`src/sv/fve_pkg.sv`:
```
// ============================================================================
// fve_pkg - shared types and constants for the form variable extractor
// Character, status and phase codes, register indexes, result word type, helpers.
// ============================================================================
package fve_pkg;

    // Character codes
    localparam logic [7:0] CH_AMP     = 8'h26;  // '&'
    localparam logic [7:0] CH_EQ      = 8'h3D;  // '='
    localparam logic [7:0] CH_PERCENT = 8'h25;  // '%'
    localparam logic [7:0] CH_PLUS    = 8'h2B;  // '+'
    localparam logic [7:0] CH_SPACE   = 8'h20;  // ' '

    // Status codes
    localparam logic [2:0] ST_FOUND   = 3'd0;
    localparam logic [2:0] ST_MISSING = 3'd1;
    localparam logic [2:0] ST_FAILED  = 3'd2;
    localparam logic [2:0] ST_EMPTY   = 3'd3;
    localparam logic [2:0] ST_NOCAP   = 3'd4;

    // Search phase codes
    localparam logic [1:0] PH_SEARCH = 2'd0;
    localparam logic [1:0] PH_VALUE  = 2'd1;
    localparam logic [1:0] PH_DONE   = 2'd2;

    // Configuration register indexes
    localparam logic [2:0] REG_NAME_LOW  = 3'd0;
    localparam logic [2:0] REG_NAME_HIGH = 3'd1;
    localparam logic [2:0] REG_NAME_LEN  = 3'd2;
    localparam logic [2:0] REG_CAPACITY  = 3'd3;
    localparam logic [2:0] REG_PLUS      = 3'd4;

    localparam logic [15:0] CAPACITY_RESET = 16'd256;

    // One result word
    typedef struct packed {
        logic        is_status;
        logic [7:0]  value_byte;
        logic [2:0]  status_code;
        logic [15:0] value_length;
        logic        run_end;
    } result_t;

    // ASCII upper case to lower case
    function automatic logic [7:0] fold_case(input logic [7:0] c);
        logic [7:0] r;
        r = c;
        if (c inside {[8'h41:8'h5A]})
        begin
            r = c + 8'd32;
        end
        return r;
    endfunction

    // Hex digit value; bit 4 set when c is not a hex digit
    function automatic logic [4:0] hex_value(input logic [7:0] c);
        logic [4:0] r;
        r = 5'h10;
        if (c inside {[8'h30:8'h39]})
        begin
            r = {1'b0, 4'(c - 8'h30)};
        end
        else if (c inside {[8'h61:8'h66]})
        begin
            r = {1'b0, 4'(c - 8'h57)};
        end
        else if (c inside {[8'h41:8'h46]})
        begin
            r = {1'b0, 4'(c - 8'h37)};
        end
        return r;
    endfunction

endpackage

```
`src/sv/form_variable_extractor.sv`:
```
// Result words are registered in a 4-deep result queue and offered from it.
// Throughput: one input word per cycle while s_tready is high, which drops
// while fewer than two queue slots are free; the final word of a string that
// also decodes a byte yields two result words, drained one per cycle on m_tready.
// Reset: rst_n asynchronous, active low; resets run state, queue pointers, config.
// ============================================================================
// form_variable_extractor - query/form variable lookup and percent decoder
// Scans a byte stream for the first name=value segment whose name matches the
// configured name (case-insensitive), percent-decodes its value and emits the
// decoded bytes followed by one status word per string.
// ============================================================================
module form_variable_extractor #(
    parameter int NAME_MAX_BYTES = 16
) (
    input  logic        clk,
    input  logic        rst_n,
    // configuration write port
    input  logic        cfg_we,
    input  logic [2:0]  cfg_index,
    input  logic [63:0] cfg_data,
    // input stream
    input  logic        s_tvalid,
    output logic        s_tready,
    input  logic [7:0]  s_tdata,     // [7:0] char_in
    input  logic        s_tuser,     // [0] empty_string
    input  logic        s_tlast,     // final_byte
    // result stream
    output logic        m_tvalid,
    input  logic        m_tready,
    output logic [31:0] m_tdata,     // [7:0] value_byte, [10:8] status_code,
                                     // [26:11] value_length, [31:27] zero
    output logic        m_tuser,     // [0] is_status
    output logic        m_tlast      // run_end
);
    import fve_pkg::*;

    localparam int POSW = $clog2(NAME_MAX_BYTES + 1);
    localparam int IDXW = (NAME_MAX_BYTES > 1) ? $clog2(NAME_MAX_BYTES) : 1;
    localparam int QDEPTH = 4;
    localparam int QPW = 2;
    localparam int QCW = 3;

    // ------------------------------------------------------------------
    // Configuration registers
    // ------------------------------------------------------------------
    logic [NAME_MAX_BYTES-1:0][7:0] name_bytes_reg;
    logic [4:0]  name_length_reg;
    logic [15:0] capacity_reg;
    logic        plus_is_space_reg;

    always_ff @(posedge clk or negedge rst_n)
    begin
        if (!rst_n)
        begin
            name_bytes_reg    <= '0;
            name_length_reg   <= '0;
            capacity_reg      <= CAPACITY_RESET;
            plus_is_space_reg <= 1'b1;
        end
        else if (cfg_we)
        begin
            for (int i = 0; i < NAME_MAX_BYTES; i++)
            begin
                if (i < 8 && cfg_index == REG_NAME_LOW)
                begin
                    name_bytes_reg[i] <= cfg_data[(i % 8) * 8 +: 8];
                end
                if (i >= 8 && cfg_index == REG_NAME_HIGH)
                begin
                    name_bytes_reg[i] <= cfg_data[(i % 8) * 8 +: 8];
                end
            end
            if (cfg_index == REG_NAME_LEN)
            begin
                name_length_reg <= cfg_data[4:0];
            end
            if (cfg_index == REG_CAPACITY)
            begin
                capacity_reg <= cfg_data[15:0];
            end
            if (cfg_index == REG_PLUS)
            begin
                plus_is_space_reg <= cfg_data[0];
            end
        end
    end

    // ------------------------------------------------------------------
    // Run state
    // ------------------------------------------------------------------
    logic [POSW-1:0] seg_pos_reg,  seg_pos_next;
    logic            mismatch_reg, mismatch_next;
    logic [1:0]      phase_reg,    phase_next;
    logic [1:0]      esc_cnt_reg,  esc_cnt_next;
    logic [3:0]      esc_nib_reg,  esc_nib_next;
    logic [15:0]     dec_cnt_reg,  dec_cnt_next;
    logic            failed_reg,   failed_next;

    // result queue
    result_t        queue_reg [QDEPTH];
    logic [QPW-1:0] wr_ptr_reg, rd_ptr_reg;
    logic [QCW-1:0] q_cnt_reg,  q_cnt_next;

    logic           in_fire, out_fire;
    logic [1:0]     push_num;
    result_t        res_a, res_b;

    logic [POSW-1:0] name_len_eff;
    logic [7:0]      c;
    logic [4:0]      hex;
    logic [16:0]     cnt_plus1;

    assign in_fire  = s_tvalid & s_tready;
    assign out_fire = m_tvalid & m_tready;
    assign c        = s_tdata;
    assign hex      = hex_value(c);
    assign cnt_plus1 = {1'b0, dec_cnt_reg} + 17'd1;
    assign name_len_eff = (name_length_reg > 5'(NAME_MAX_BYTES))
                        ? POSW'(NAME_MAX_BYTES) : POSW'(name_length_reg);

    // ------------------------------------------------------------------
    // Per-word decode: search, value decode and status
    // ------------------------------------------------------------------
    always_comb
    begin
        logic    emit;
        result_t byte_res;
        result_t stat_res;

        seg_pos_next  = seg_pos_reg;
        mismatch_next = mismatch_reg;
        phase_next    = phase_reg;
        esc_cnt_next  = esc_cnt_reg;
        esc_nib_next  = esc_nib_reg;
        dec_cnt_next  = dec_cnt_reg;
        failed_next   = failed_reg;
        emit          = 1'b0;
        byte_res      = '0;
        stat_res      = '0;
        stat_res.is_status = 1'b1;
        stat_res.run_end   = 1'b1;
        res_a    = '0;
        res_b    = '0;
        push_num = 2'd0;

        if (in_fire)
        begin
            if (s_tuser)
            begin
                // empty string: status only, run cleared
                stat_res.status_code = (capacity_reg == 16'd0) ? ST_NOCAP : ST_EMPTY;
                res_a    = stat_res;
                push_num = 2'd1;
            end
            else
            begin
                case (phase_reg)
                    PH_SEARCH:
                    begin
                        if (c == CH_AMP)
                        begin
                            seg_pos_next  = '0;
                            mismatch_next = 1'b0;
                        end
                        else if (seg_pos_reg < name_len_eff)
                        begin
                            if (fold_case(c) != fold_case(name_bytes_reg[seg_pos_reg[IDXW-1:0]]))
                            begin
                                mismatch_next = 1'b1;
                            end
                            seg_pos_next = seg_pos_reg + POSW'(1);
                        end
                        else if (!mismatch_reg && c == CH_EQ)
                        begin
                            phase_next = PH_VALUE;
                        end
                        else
                        begin
                            mismatch_next = 1'b1;
                        end
                    end
                    PH_VALUE:
                    begin
                        if (c == CH_AMP)
                        begin
                            if (esc_cnt_reg != 2'd0)
                            begin
                                failed_next  = 1'b1;
                                esc_cnt_next = 2'd0;
                            end
                            phase_next = PH_DONE;
                        end
                        else if (esc_cnt_reg == 2'd0)
                        begin
                            if (cnt_plus1 >= {1'b0, capacity_reg})
                            begin
                                failed_next = 1'b1;
                                phase_next  = PH_DONE;
                            end
                            else if (c == CH_PERCENT)
                            begin
                                esc_cnt_next = 2'd1;
                            end
                            else
                            begin
                                emit = 1'b1;
                                byte_res.value_byte =
                                    (plus_is_space_reg && c == CH_PLUS) ? CH_SPACE : c;
                                dec_cnt_next = cnt_plus1[15:0];
                            end
                        end
                        else if (hex[4])
                        begin
                            failed_next  = 1'b1;
                            phase_next   = PH_DONE;
                            esc_cnt_next = 2'd0;
                        end
                        else if (esc_cnt_reg == 2'd1)
                        begin
                            esc_nib_next = hex[3:0];
                            esc_cnt_next = 2'd2;
                        end
                        else
                        begin
                            emit = 1'b1;
                            byte_res.value_byte = {esc_nib_reg, hex[3:0]};
                            dec_cnt_next = cnt_plus1[15:0];
                            esc_cnt_next = 2'd0;
                        end
                    end
                    default:
                    begin
                        // value closed: ignore bytes until the final word
                    end
                endcase

                // final word: status from the updated state
                if (capacity_reg == 16'd0)
                begin
                    stat_res.status_code = ST_NOCAP;
                end
                else if (phase_next == PH_SEARCH)
                begin
                    stat_res.status_code = ST_MISSING;
                end
                else if (failed_next || esc_cnt_next != 2'd0)
                begin
                    stat_res.status_code = ST_FAILED;
                end
                else
                begin
                    stat_res.status_code  = ST_FOUND;
                    stat_res.value_length = dec_cnt_next;
                end

                if (emit)
                begin
                    res_a = byte_res;
                    res_b = stat_res;
                    push_num = s_tlast ? 2'd2 : 2'd1;
                end
                else if (s_tlast)
                begin
                    res_a    = stat_res;
                    push_num = 2'd1;
                end
            end

            // any status word returns the run to its start
            if (s_tuser || s_tlast)
            begin
                seg_pos_next  = '0;
                mismatch_next = 1'b0;
                phase_next    = PH_SEARCH;
                esc_cnt_next  = 2'd0;
                esc_nib_next  = 4'd0;
                dec_cnt_next  = 16'd0;
                failed_next   = 1'b0;
            end
        end
    end

    always_ff @(posedge clk or negedge rst_n)
    begin
        if (!rst_n)
        begin
            seg_pos_reg  <= '0;
            mismatch_reg <= 1'b0;
            phase_reg    <= PH_SEARCH;
            esc_cnt_reg  <= 2'd0;
            esc_nib_reg  <= 4'd0;
            dec_cnt_reg  <= 16'd0;
            failed_reg   <= 1'b0;
        end
        else
        begin
            seg_pos_reg  <= seg_pos_next;
            mismatch_reg <= mismatch_next;
            phase_reg    <= phase_next;
            esc_cnt_reg  <= esc_cnt_next;
            esc_nib_reg  <= esc_nib_next;
            dec_cnt_reg  <= dec_cnt_next;
            failed_reg   <= failed_next;
        end
    end

    // ------------------------------------------------------------------
    // Result queue: up to two pushes, one pop per cycle
    // ------------------------------------------------------------------
    assign q_cnt_next = q_cnt_reg + QCW'(push_num) - QCW'(out_fire);

    always_ff @(posedge clk or negedge rst_n)
    begin
        if (!rst_n)
        begin
            wr_ptr_reg <= '0;
            rd_ptr_reg <= '0;
            q_cnt_reg  <= '0;
        end
        else
        begin
            wr_ptr_reg <= wr_ptr_reg + QPW'(push_num);
            rd_ptr_reg <= rd_ptr_reg + QPW'(out_fire);
            q_cnt_reg  <= q_cnt_next;
        end
    end

    // queue payload, no reset
    always_ff @(posedge clk)
    begin
        if (push_num != 2'd0)
        begin
            queue_reg[wr_ptr_reg] <= res_a;
        end
        if (push_num == 2'd2)
        begin
            queue_reg[wr_ptr_reg + QPW'(1)] <= res_b;
        end
    end

    // ------------------------------------------------------------------
    // Stream outputs
    // ------------------------------------------------------------------
    assign s_tready = (q_cnt_reg <= QCW'(QDEPTH - 2));
    assign m_tvalid = (q_cnt_reg != '0);
    assign m_tdata  = {5'd0, queue_reg[rd_ptr_reg].value_length,
                       queue_reg[rd_ptr_reg].status_code,
                       queue_reg[rd_ptr_reg].value_byte};
    assign m_tuser  = queue_reg[rd_ptr_reg].is_status;
    assign m_tlast  = queue_reg[rd_ptr_reg].run_end;

`ifndef SYNTHESIS
    // queue never holds more words than it has slots
    a_queue_bound: assert property (@(posedge clk) disable iff (!rst_n)
        q_cnt_reg <= QCW'(QDEPTH))
        else $error("result queue overflow");

    // a status word always closes its run
    a_status_last: assert property (@(posedge clk) disable iff (!rst_n)
        (m_tvalid && m_tuser) |-> m_tlast)
        else $error("status word without run end");

    // the end of a string returns the scan to its start
    a_run_clear: assert property (@(posedge clk) disable iff (!rst_n)
        (in_fire && (s_tlast || s_tuser)) |=>
            (phase_reg == PH_SEARCH && dec_cnt_reg == 16'd0 && esc_cnt_reg == 2'd0))
        else $error("run state not cleared at string end");
`endif

endmodule

```
`config.mk`:
```
export PLATFORM = sky130hd
export DESIGN_NAME = form_variable_extractor
export DESIGN_NICKNAME = d
export VERILOG_FILES = /design/src/sv/fve_pkg.sv /design/src/sv/form_variable_extractor.sv
export SDC_FILE = /design/constraint.sdc
export NUM_CORES = 1
export LEC_CHECK = 0
export BUFFER_PORTS_ARGS = -buffer_cell sky130_fd_sc_hd__buf_2
export CORE_UTILIZATION = 59
export DETAILED_ROUTE_END_ITERATION = 10
export GPL_TIMING_DRIVEN = 0
export PLACE_DENSITY_LB_ADDON = 0.15
export SYNTH_ARGS = -nofsm -noshare
export SYNTH_HDL_FRONTEND = slang
export SYNTH_SLANG_ARGS = --single-unit
```
`constraint.sdc`:
```
create_clock -name clk -period 11.1 [get_ports clk]
set_input_delay 0.555 -clock clk [delete_from_list [all_inputs] [get_ports clk]]
set_output_delay 0.555 -clock clk [all_outputs]
set_load 0.02 [all_outputs]
```
==> metrics.md <==
| Metric | Value |
|---|---|
| Status | `finished, final reports clean` |
| Setup TNS | `0 ns` |
| Reg2reg start | `dec_cnt_reg[2]` |
| Post-route ant nets | `0` |
| IO Port Bufs | `110` |
| WL/cell | `between 20 and 25 microns` |
| Layout Skew | `0.01282 ns` |
| Minimum clock period | `about 7.5 ns` |
| First-pass detailed-route iteration total | `7` |
| Slew @ Worst Pin | `~1 ns` |
| Overall Global Routing Usage | `between 20% and 30%` |
| XOR/XNOR share of the synthesized area | `around 2.6%` |
| Synth Flop Type | `dfrtp_1` |
| Setup WS post-layout | `roughly 3.6 ns` |
| Fin util | `roughly 70%` |
| Root buffer cell | `clkbuf_16` |
| Peak VDD IR | `roughly 150 uV` |
| Routed wire length | `about 35000 microns` |
| Final Hold Vio Count | `0` |
| Multi-input gate area | `approximately 7000 sq um` |
| GRT overflow | `0` |
| Largest net degree at the start of global routing | `108` |
| Core area | `25180 sq um` |
| Worst path arrival time | `7.62 ns` |
| Critical path fanouts, max | `20` |
| Initial Utilization | `60.07%` |
| Worst min path class | `in -> async` |
| CTS Buf Count | `34` |
| Row count | `a little under 60` |
| YS warnings | `0` |
| Post-Syn Area per Cell | `12.54 sq um` |
| Gpl congestion | `0.8496` |
| Finish-stage setup viols | `0` |
| Dpl ws | `roughly 3.6 ns` |
| Max-slew violation count | `0` |
| Crit path top cell by count | `and3_1` |
| DIE AREA | `approximately 26000 sq um` |
| Share of cells above drive strength 1 | `a little under a third` |
| Residual DRC | `0` |
| CTS tree | `yes` |
| Max incr delay on CP | `roughly 0.73 ns` |
| # nets final | `1476` |
| Vias in the first global route | `approximately 10000` |
| Pwr Density | `~200 nW/um^2` |
| Commonest cells after routing, fill and taps aside | `186 x dfrtp_1, 151 x mux2_2, 120 x buf_2` |
| RSZ-0062 raised after global routing | `false` |
| Post-route clock period utilization | `67.97%` |
| Commonest non-fill, non-tap cell in the layout | `dfrtp_1` |
| Layout overhead on the synthesized area | `14.19%` |
| Post-cts resize count | `0` |
| Fill cells | `1828` |
| Post-synthesis adder-cell area fraction | `approximately 3.1%` |
| #FFs+latches synth | `300` |
| Sum of buffers and inverters on the critical path | `6` |
| Yosys cell types | `85` |
| Max reg flops | `between 100 and 150` |
| First-pass GRT wire length | `roughly 56000 microns` |
| Boundary Pins | `roughly 120` |
| Antenna violations before repair | `0` |
| Worst Path Required | `~11 ns` |
| Max Cap Violations | `0` |
| Syn Std Cell Area | `around 15000 sq um` |
| CP top delay family | `compound AO/OA/AOI/OAI gates` |
| Compound-Gate Fraction of Synth Area | `9.455%` |
| Largest family of logic cells by synthesized area | `multiplexers` |
| Reg2reg end | `queue_reg[0][1]` |
| Setup CP Type | `reg -> reg` |
| Slew HR | `between 30% and 40%` |
| Critical Path Source Type | `flip-flop` |
| H-tree depth | `2` |
| Reg2Reg Setup Slack | `3.56 ns` |
| Post-Syn Instances | `~1200` |
| Crit path capture type | `flip-flop` |
| Setup Buffers After CTS | `0` |
| Die X | `162.1 microns` |
| R2R cell count | `23` |
| Overall power | `roughly 3.5 mW` |
| DRT iter0 DRCs | `between 900 and 1000` |
| Reg area | `slightly below 8000 sq um` |
| EDFF count, synth | `80` |
| Register area share after synthesis | `between 50% and 60%` |
| Leakage | `7.126 nW` |
| CP Cell Sequence | `clkbuf_2 > and3_1 > and3_1 > and3_1 > and3_1 > clkbuf_1 > nand3_1 > xnor2_1 > ha_1 > a21o_1 > a21oi_1 > o2111ai_1 > a211oi_2 > or2_1 > buf_4 > clkbuf_1 > ha_1 > o21ai_0 > inv_1 > a21oi_1 > nor3_1 > a31oi_1 > inv_1` |
| Simple-Gate Fraction of Synth Area | `about a tenth` |
| CTS clk-pin slew, worst paths | `0.06 ns` |
| Critical path's slowest cell | `a31oi_1` |
| CTS Hold Buffers Added | `0` |
| Ys async rst share | `a little over three fifths` |
| Mux cell area share after synthesis | `a little over 20%` |
| Dpl hpwl | `24990 microns` |
| Fmax | `roughly 130 MHz` |
| # diodes | `0` |
| Vias per cell | `slightly above 6` |
| Vias | `between 10000 and 15000` |
| CTS max path bufs | `3` |
| CTS sink cnt | `300` |
| Die Span Y | `~160 microns` |
| Clock latency on the worst-skew pair | `approximately 0.50 ns` |
cells in the mapped netlist, types with 4 or more instances:
cell type	n	share of area, %
a21o_1	11	0.55
a21oi_1	27	0.89
a22o_1	17	0.98
a22oi_1	11	0.55
a31oi_1	5	0.21
a31oi_4	4	0.56
a32o_1	5	0.33
and2_1	10	0.41
and3_1	8	0.33
buf_1	4	0.099
buf_2	11	0.36
buf_4	14	0.69
buf_6	4	0.30
clkbuf_1	41	1.0
dfrtp_1	186	31
dfxtp_1	32	4.2
edfxtp_1	80	16
ha_1	36	3.0
inv_1	32	0.79
mux2_2	151	11
mux4_1	7	1.2
mux4_2	53	7.9
nand2_1	83	2.1
nand2b_1	5	0.21
nand3_1	20	0.66
nand4_1	11	0.45
nor2_1	109	2.7
nor2b_1	9	0.37
nor3_1	4	0.13
nor3b_1	5	0.25
nor4_1	8	0.33
o21ai_0	51	1.7
o21ai_1	14	0.46
o22ai_1	17	0.70
o31ai_1	11	0.55
or2_2	4	0.17
xnor2_1	24	1.4
xor2_1	19	1.1
area by class of cell:
class	instances	area share [%]
sequential	300	44.87
multi-input combinational	799	39.68
clock buffer	48	5.890
timing repair buffer	111	3.405
tap	330	2.391
buffer	77	2.354
inverter	34	0.7534
clock inverter	11	0.6520
worst max-delay path by stage:
| stage | start | endpoint | slack, ns | depth (start not counted) |
|---|---|---|---|---|
| global placement | dec_cnt_reg[0] | queue_reg[0][15] | 3.76 | 22 |
| CTS | dec_cnt_reg[2] | queue_reg[0][1] | 3.57 | 23 |
| global route | dec_cnt_reg[2] | queue_reg[0][11] | 3.05 | 23 |
| floorplan | dec_cnt_reg[2] | queue_reg[0][0] | 5.54 | 23 |
| detailed placement | dec_cnt_reg[2] | queue_reg[0][15] | 3.61 | 23 |
| finish | dec_cnt_reg[2] | queue_reg[0][1] | 3.56 | 23 |
layer usage:
| layer | up-vias | global-route usage, % | share of wire [%] |
|---|---|---|---|
| met3 | 74 | 3.703 | 5.2 |
| met1 | 5125 | 35.51 | 41 |
| met5 | - | 0 | 0 |
| li1 | 4749 | - | - |
| met4 | 0 | 9.605 | 3.3 |
| met2 | 373 | 48.44 | 50 |
cell families (layout without fill, tap and decap cells):
kind of cell | after synthesis | after routing
mux | 214 | 214
fa+ha+maj | 37 | 37
buf+inv | 111 | 281
compound gates | 201 | 201
flops | 300 | 300
other cells | 1 | 5
simple gates | 298 | 298
xor+xnor | 44 | 44
report_power, final:
group | internal (mW) | total, mW | switching, mW
registers | 1.30 | 1.39 | 0.0869
logic | 0.495 | 1.04 | 0.549
clock network | 0.685 | 1.12 | 0.433
total | 2.48 | 3.55 | 1.07
per-stage QoR:
stage          instances  hold WS, ns  cell area, sq um
6_report            1710      0.03946             17270
5_1_grt             1710       0.1015             17270
4_1_cts             1710      0.06875             17270
3_5_place_dp        1651       0.4431             16140
3_3_place_gp        1650       0.4324             16100
2_1_floorplan       1210       0.2594             15140
Note: power is estimated with default switching activity, not from simulation.
